## config.mk

```make
export PLATFORM = sky130hd
export DESIGN_NAME = msb_first_bit_packer_unit
export DESIGN_NICKNAME = d
export VERILOG_FILES = /design/src/hw/rtl/mbp_pkg.sv /design/src/hw/rtl/mbp_front.sv /design/src/hw/rtl/mbp_queue.sv /design/src/hw/rtl/mbp_back.sv /design/src/hw/rtl/msb_first_bit_packer_unit.sv
export SDC_FILE = /design/constraint.sdc
export NUM_CORES = 1
export LEC_CHECK = 0
export BUFFER_PORTS_ARGS = -buffer_cell sky130_fd_sc_hd__buf_2
export CAP_MARGIN = 20
export CORE_ASPECT_RATIO = 2
export CORE_UTILIZATION = 25
export CTS_CLUSTER_SIZE = 28
export DETAILED_ROUTE_END_ITERATION = 6
export SLEW_MARGIN = 20
export SYNTH_ARGS = -nofsm -noshare
export SYNTH_HDL_FRONTEND = slang
export SYNTH_SLANG_ARGS = --single-unit
```

## constraint.sdc

```tcl
create_clock -name aclk -period 11.6 [get_ports aclk]
set_input_delay 0.58 -clock aclk [delete_from_list [all_inputs] [get_ports aclk]]
set_output_delay 0.58 -clock aclk [all_outputs]
set_load 0.03 [all_outputs]
```

## src/hw/rtl/mbp_pkg.sv

```systemverilog
// Shared constants and types for the MSB-first bit packer.
package mbp_pkg;

    localparam int MAX_CODE_BITS = 32;
    localparam int VALUE_W       = 32;
    localparam int LEN_W         = 6;
    localparam int PEND_W        = 7;
    localparam int HAVE_W        = 3;
    localparam int ACC_W         = MAX_CODE_BITS + PEND_W;
    localparam int TOT_W         = $clog2(ACC_W + 1);
    localparam int MAX_BYTES     = (PEND_W + MAX_CODE_BITS) / 8;
    localparam int WORD_W        = MAX_BYTES * 8;
    localparam int CNT_W         = $clog2(MAX_BYTES + 1);
    localparam int IDX_W         = (MAX_BYTES > 1) ? $clog2(MAX_BYTES) : 1;
    localparam int IN_TDATA_W    = 40;

    // queue between front and back; depth must stay a power of two
    localparam int QDEPTH = 2;
    localparam int QPTR_W = 1;
    localparam int QCNT_W = 2;

    typedef enum logic {
        OP_PACK  = 1'b0,
        OP_FLUSH = 1'b1
    } op_t;

    // one run of completed bytes, right aligned; highest live byte goes out first
    typedef struct packed {
        logic [MAX_BYTES-1:0][7:0] bytes;
        logic [CNT_W-1:0]          nbytes;
    } job_t;

endpackage

```

## src/hw/rtl/mbp_front.sv

```systemverilog
// Front end: accepts items, merges codes with pending bits, emits byte runs.
module mbp_front (
    input  logic                        aclk,
    input  logic                        aresetn,
    input  logic                        s_valid,
    output logic                        s_ready,
    input  logic                        s_opcode,
    input  logic [mbp_pkg::VALUE_W-1:0] s_code_value,
    input  logic [mbp_pkg::LEN_W-1:0]   s_bit_len,
    output logic                        push,
    output mbp_pkg::job_t               push_job,
    input  logic                        q_ready
);

    logic [mbp_pkg::PEND_W-1:0] pend_bits_reg, pend_bits_next;
    logic [mbp_pkg::HAVE_W-1:0] pend_count_reg, pend_count_next;

    logic                        accept;
    mbp_pkg::op_t                op;
    logic [mbp_pkg::LEN_W-1:0]   len_sat;
    logic [mbp_pkg::ACC_W-1:0]   val_mask;
    logic [mbp_pkg::ACC_W-1:0]   acc;
    logic [mbp_pkg::TOT_W-1:0]   total;
    logic [mbp_pkg::CNT_W-1:0]   pack_bytes;
    logic [2:0]                  rem;
    logic [7:0]                  flush_byte;

    assign accept  = s_valid && q_ready;
    assign s_ready = q_ready;
    assign op      = mbp_pkg::op_t'(s_opcode);

    always_comb begin
        len_sat = (s_bit_len > mbp_pkg::LEN_W'(mbp_pkg::MAX_CODE_BITS))
                ? mbp_pkg::LEN_W'(mbp_pkg::MAX_CODE_BITS) : s_bit_len;
        val_mask   = ~({mbp_pkg::ACC_W{1'b1}} << len_sat);
        acc        = (mbp_pkg::ACC_W'(pend_bits_reg) << len_sat)
                   | (mbp_pkg::ACC_W'(s_code_value) & val_mask);
        total      = mbp_pkg::TOT_W'(pend_count_reg) + mbp_pkg::TOT_W'(len_sat);
        pack_bytes = mbp_pkg::CNT_W'(total >> 3);
        rem        = total[2:0];
        // pending bits to the top, ones below
        flush_byte = (8'(pend_bits_reg) << (4'd8 - 4'(pend_count_reg)))
                   | (8'hFF >> pend_count_reg);
    end

    always_comb begin
        push            = 1'b0;
        push_job        = '0;
        pend_bits_next  = pend_bits_reg;
        pend_count_next = pend_count_reg;
        case (op)
            mbp_pkg::OP_PACK: begin
                push_job.bytes  = mbp_pkg::WORD_W'(acc >> rem);
                push_job.nbytes = pack_bytes;
                if (accept) begin
                    push            = (pack_bytes != '0);
                    pend_bits_next  = mbp_pkg::PEND_W'(acc)
                                    & ~({mbp_pkg::PEND_W{1'b1}} << rem);
                    pend_count_next = rem;
                end
            end
            mbp_pkg::OP_FLUSH: begin
                push_job.bytes  = mbp_pkg::WORD_W'(flush_byte);
                push_job.nbytes = mbp_pkg::CNT_W'(1);
                if (accept && (pend_count_reg != '0)) begin
                    push            = 1'b1;
                    pend_bits_next  = '0;
                    pend_count_next = '0;
                end
            end
            default: begin
                push = 1'b0;
            end
        endcase
    end

    always_ff @(posedge aclk) begin
        if (!aresetn) begin
            pend_bits_reg  <= '0;
            pend_count_reg <= '0;
        end else begin
            pend_bits_reg  <= pend_bits_next;
            pend_count_reg <= pend_count_next;
        end
    end

endmodule

```

## src/hw/rtl/mbp_queue.sv

```systemverilog
// Short job queue between the front end and the byte drain.
module mbp_queue (
    input  logic          aclk,
    input  logic          aresetn,
    input  logic          push,
    input  mbp_pkg::job_t push_job,
    output logic          q_ready,
    input  logic          pop,
    output logic          q_valid,
    output mbp_pkg::job_t q_job
);

    mbp_pkg::job_t                q_mem_reg [mbp_pkg::QDEPTH];
    logic [mbp_pkg::QPTR_W-1:0]   wr_ptr_reg, wr_ptr_next;
    logic [mbp_pkg::QPTR_W-1:0]   rd_ptr_reg, rd_ptr_next;
    logic [mbp_pkg::QCNT_W-1:0]   count_reg, count_next;

    assign q_ready = (count_reg != mbp_pkg::QCNT_W'(mbp_pkg::QDEPTH));
    assign q_valid = (count_reg != '0);
    assign q_job   = q_mem_reg[rd_ptr_reg];

    always_comb begin
        wr_ptr_next = push ? wr_ptr_reg + 1'b1 : wr_ptr_reg;
        rd_ptr_next = pop  ? rd_ptr_reg + 1'b1 : rd_ptr_reg;
        count_next  = count_reg;
        if (push && !pop) begin
            count_next = count_reg + 1'b1;
        end else if (pop && !push) begin
            count_next = count_reg - 1'b1;
        end
    end

    always_ff @(posedge aclk) begin
        if (push) begin
            q_mem_reg[wr_ptr_reg] <= push_job;
        end
    end

    always_ff @(posedge aclk) begin
        if (!aresetn) begin
            wr_ptr_reg <= '0;
            rd_ptr_reg <= '0;
            count_reg  <= '0;
        end else begin
            wr_ptr_reg <= wr_ptr_next;
            rd_ptr_reg <= rd_ptr_next;
            count_reg  <= count_next;
        end
    end

endmodule

```

## src/hw/rtl/mbp_back.sv

```systemverilog
// Back end: drains byte runs one byte a cycle into the output register while m_ready allows.
module mbp_back (
    input  logic          aclk,
    input  logic          aresetn,
    input  logic          q_valid,
    input  mbp_pkg::job_t q_job,
    output logic          pop,
    output logic          m_valid,
    input  logic          m_ready,
    output logic [7:0]    m_byte,
    output logic          m_last
);

    logic [mbp_pkg::MAX_BYTES-1:0][7:0] word_reg, word_next;
    logic [mbp_pkg::CNT_W-1:0]          left_reg, left_next;
    logic                               m_valid_reg, m_valid_next;
    logic [7:0]                         m_byte_reg, m_byte_next;
    logic                               m_last_reg, m_last_next;

    logic                         advance;
    logic [mbp_pkg::CNT_W-1:0]    left_dec;

    assign left_dec = left_reg - 1'b1;
    assign advance  = (left_reg != '0) && (!m_valid_reg || m_ready);
    // take the next run when idle or on the final byte of the current one
    assign pop      = q_valid && ((left_reg == '0)
                    || (advance && (left_reg == mbp_pkg::CNT_W'(1))));

    always_comb begin
        word_next    = word_reg;
        left_next    = left_reg;
        m_valid_next = m_valid_reg;
        m_byte_next  = m_byte_reg;
        m_last_next  = m_last_reg;
        if (advance) begin
            m_valid_next = 1'b1;
            m_byte_next  = word_reg[left_dec[mbp_pkg::IDX_W-1:0]];
            m_last_next  = (left_reg == mbp_pkg::CNT_W'(1));
            left_next    = left_dec;
        end else if (m_ready) begin
            m_valid_next = 1'b0;
        end
        if (pop) begin
            word_next = q_job.bytes;
            left_next = q_job.nbytes;
        end
    end

    always_ff @(posedge aclk) begin
        word_reg   <= word_next;
        m_byte_reg <= m_byte_next;
        m_last_reg <= m_last_next;
        if (!aresetn) begin
            left_reg    <= '0;
            m_valid_reg <= 1'b0;
        end else begin
            left_reg    <= left_next;
            m_valid_reg <= m_valid_next;
        end
    end

    assign m_valid = m_valid_reg;
    assign m_byte  = m_byte_reg;
    assign m_last  = m_last_reg;

    a_left_range: assert property (@(posedge aclk) disable iff (!aresetn)
        left_reg <= mbp_pkg::CNT_W'(mbp_pkg::MAX_BYTES))
        else $error("byte count beyond run size");

    a_advance_shows: assert property (@(posedge aclk) disable iff (!aresetn)
        advance |=> m_valid_reg)
        else $error("byte issued but output not valid");

    a_final_last: assert property (@(posedge aclk) disable iff (!aresetn)
        (advance && (left_reg == mbp_pkg::CNT_W'(1))) |=> m_last_reg)
        else $error("final byte of run without last");

    a_mid_not_last: assert property (@(posedge aclk) disable iff (!aresetn)
        (advance && (left_reg > mbp_pkg::CNT_W'(1))) |=> !m_last_reg)
        else $error("last raised before end of run");

endmodule

```

## src/hw/rtl/msb_first_bit_packer_unit.sv

```systemverilog
// Top level of the MSB-first variable-length bit packer.
// Path: a completed byte passes through the job queue, the back end's run
// register and the output register to m_*. Throughput: one item per cycle in
// while the queue has room; one byte per cycle out while m_tready is high. A
// run is at most 4 bytes; the 2-entry job queue takes runs while one drains.
// Reset: synchronous, active low; clears pending bits, queue and output valid.
module msb_first_bit_packer_unit (
    input  logic                           aclk,
    input  logic                           aresetn,
    input  logic                           s_tvalid,
    output logic                           s_tready,
    // [31:0] code_value, [37:32] bit_len, [39:38] zero
    input  logic [mbp_pkg::IN_TDATA_W-1:0] s_tdata,
    // [0] opcode
    input  logic                           s_tuser,
    output logic                           m_tvalid,
    input  logic                           m_tready,
    // [7:0] out_byte
    output logic [7:0]                     m_tdata,
    output logic                           m_tlast
);

    logic          push;
    mbp_pkg::job_t push_job;
    logic          q_ready;
    logic          pop;
    logic          q_valid;
    mbp_pkg::job_t q_job;

    mbp_front u_front (
        .aclk         (aclk),
        .aresetn      (aresetn),
        .s_valid      (s_tvalid),
        .s_ready      (s_tready),
        .s_opcode     (s_tuser),
        .s_code_value (s_tdata[mbp_pkg::VALUE_W-1:0]),
        .s_bit_len    (s_tdata[mbp_pkg::VALUE_W +: mbp_pkg::LEN_W]),
        .push         (push),
        .push_job     (push_job),
        .q_ready      (q_ready)
    );

    mbp_queue u_queue (
        .aclk     (aclk),
        .aresetn  (aresetn),
        .push     (push),
        .push_job (push_job),
        .q_ready  (q_ready),
        .pop      (pop),
        .q_valid  (q_valid),
        .q_job    (q_job)
    );

    mbp_back u_back (
        .aclk    (aclk),
        .aresetn (aresetn),
        .q_valid (q_valid),
        .q_job   (q_job),
        .pop     (pop),
        .m_valid (m_tvalid),
        .m_ready (m_tready),
        .m_byte  (m_tdata),
        .m_last  (m_tlast)
    );

endmodule

```

==> impl_results.md <==
- Outcome: finished, final reports clean
- Sw frac: 32.57%
- Nature of the critical path startpoint: primary input
- Synth Instances: 791
- DR vias/cell: 5.326
- Post-synthesis cell area: 8357 sq um
- Post-CTS sizing: 0
- Crit path kind: primary input to flip-flop
- Critical path fanouts, max: 38
- Gr usage total: 15.94%
- Seq. cell area: 3714 sq um
- Synth-to-Final Area Change: 13.97%
- Starting Density: 25.38%
- RSZ-0062 raised after global routing: false
- Synthesized flop and latch total: 130
- Area of the multi-input gates: 4268 sq um
- Final wirelength: 27010 um
- Vias post-DR: 6695
- Die extent in y: 260.6 um
- Post-CTS Setup Inserts: 0
- Vias in the first global route: 6699
- Clk pin slew, worst setup/hold paths: 60 ps
- Power share of the clock group: 29.0%
- Final setup viols: 0
- Synth cell types: 82
- Leak: 3.265 nW
- Die X: 131.3 um
- Layout fillers: 3503
- Row count: 94
- Share of cells above drive strength 1: 22.60%
- Final slew viol count: 0
- IO Pins: 56
- Crit. End Element: flip-flop
- RD Place Congestion: 0.9877
- Initial DRC Count: 410
- Max Cap Viol: 0
- Setup TNS: 0 ps
- Cells on Worst Hold Path: 4
- Req. time, crit path: 11740 ps
- GR Overflow Total: 0
- Core Util, Final: 28.92%
- Synth warn: 0
- Combinational cell fraction of total power: 30.1%
- Detail Route Antenna Nets: 0
- Worst Clk Skew: 12.16 ps
- Final Hold Violating Endpoints: 0
- Int Power: 1.132 mW
- Clock H-tree levels: 4
- Max reg flops: 70
- EDFF count, synth: 111
- Rel. slew slack: 27.94%
- Worst Tran Pin Value: 1081 ps
- CTS tree: built
- Pwr dens: 176.2 nW/um^2
- Sequential fraction of the synthesis area: 44.44%
- Clock tree buffer depth: 2
- CP arrival: 4590 ps
- DP HPWL: 20710 um
- Post-synth ARST share: 0%
- Pin count of the biggest net entering global routing: 56
- DIE AREA: 34210 sq um
- Commonest non-fill, non-tap cell in the layout: edfxtp_1
- Drt wl/cell: 21.49 um
- CTS sink count: 130
- Input/output buffers: 53
- Antenna violations before repair: 2
- Syn_area_per_cell: 10.56 sq um
- Worst hold margin: 483.0 ps
- FMAX: 0.2244 GHz
- Sequential power share: 40.9%
- Hold WC Path Type: primary input to flip-flop
- Residual DRC: 0
- Sw power: 0.5466 mW
- Commonest cells after routing, fill and taps aside: edfxtp_1 (111), nand2_1 (71), buf_2 (53), nor2_1 (49), mux2_2 (48)
- VDD IR-drop max: 0.09502 mV
- First-pass GRT wire length: 40500 um
- Post-CTS Hold Buffers: 0
- Core region area: 32930 sq um
- Syn nets: 847
- First-pass detailed-route iteration total: 5
- CTS Root Buffer Type: clkbuf_16
- Clock Latency Late Sink: 420 ps
- CTS Buf Count: 17
- Worst r2r path cells: 6
- Period utilisation layout: 38.42%
- Final Net Count: 866
- Final critical-path required period: 4457 ps
- Main synth FF type: edfxtp_1
==> metrics by stage <==
stage                     setup slack, ps  total power, mW  area [sq um]  instances
after floorplan                      6862            1.054          8357        791
after global placement               6878            1.201          8975       1223
after detailed placement             6864            1.207          8975       1223
after CTS                            7295            1.698          9519       1255
after global routing                 6998            1.758          9524       1257
final                                7143            1.678          9524       1257
==> synthesized netlist by cell type, drive strengths merged (7+ instances only) <==
master    n  area, sq um
a21boi    8        60.05
ha       11        137.6
a22oi    11        92.58
mux2     49        551.8
nand3     9        45.04
a221oi   12        122.6
o22ai    12        75.07
nor2     49        183.9
dfxtp    19        380.4
a211oi   26        205.2
mux4     15        337.8
nor3     21        116.4
clkbuf   37        138.9
edfxtp  111         3333
nand2b    9        56.30
inv      21        78.82
a21oi    49        252.8
nor2b    15        93.84
buf      30        176.4
nand2    72        272.8
mux2i    36        360.4
and2     13        81.33
o21ai    36        180.2
xnor2     7        61.31
o211ai   10        75.07
==> per-layer routing <==
| metal | global-route usage [%] | up-vias | wire, um |
|---|---|---|---|
| met4 | 13.31 | 0 | 2073 |
| met5 | 0 | - | 0 |
| li1 | - | 3088 | - |
| met1 | 14.12 | 3187 | 8661 |
| met2 | 31.86 | 320 | 15140 |
| met3 | 1.671 | 100 | 1133 |
==> power groups by stage <==
| stage | Combinational [mW] | Clock (mW) | Sequential (mW) |
|---|---|---|---|
| after global placement | 0.504 | 0 | 0.697 |
| after CTS | 0.510 | 0.497 | 0.691 |
| final | 0.505 | 0.487 | 0.687 |
| after floorplan | 0.336 | 0 | 0.718 |
| after detailed placement | 0.507 | 0 | 0.700 |
| after global routing | 0.545 | 0.515 | 0.698 |
==> final cells by class <==
cell class / instances / share of cell area (%)
well taps: 432 / 5.675
repair buffers: 67 / 3.889
clock inverters: 15 / 1.248
flip-flops and latches: 130 / 38.99
clock buffers: 17 / 4.467
multi-input cells: 572 / 44.81
inverters: 22 / 0.8671
diodes: 2 / 0.05255
==> path summary, 6_finish.rpt <==
path                             startpoint                        to  slack [ps]
hold reg to reg        u_queue.count_reg[1]      u_queue.count_reg[1]         510
hold / removal                     m_tready            u_back.m_valid         480
setup reg to reg  u_front.pend_count_reg[0]  u_queue.q_mem_reg[0][17]        7890
setup / recovery                s_tdata[33]  u_queue.q_mem_reg[0][17]        7140
==> logic make-up after synthesis <==
kind of cell	after synthesis	share of synthesized area, %
AO/OA/AOI/OAI	236	20.39
buffers and inverters	89	4.761
adder cells (fa/ha/maj)	12	1.767
multiplexers	100	14.96
XOR/XNOR	10	1.048
AND/OR/NAND/NOR	214	12.64
flip-flops	130	44.44
==> worst max-delay path: stages <==
cell	delay [ps]
buf_2	560
nor2b_1	700
xnor2_1	140
ha_1	1030
clkinv_1	330
buf_4	350
mux2i_1	270
a221oi_1	580
Note: power is estimated with default switching activity, not from simulation.
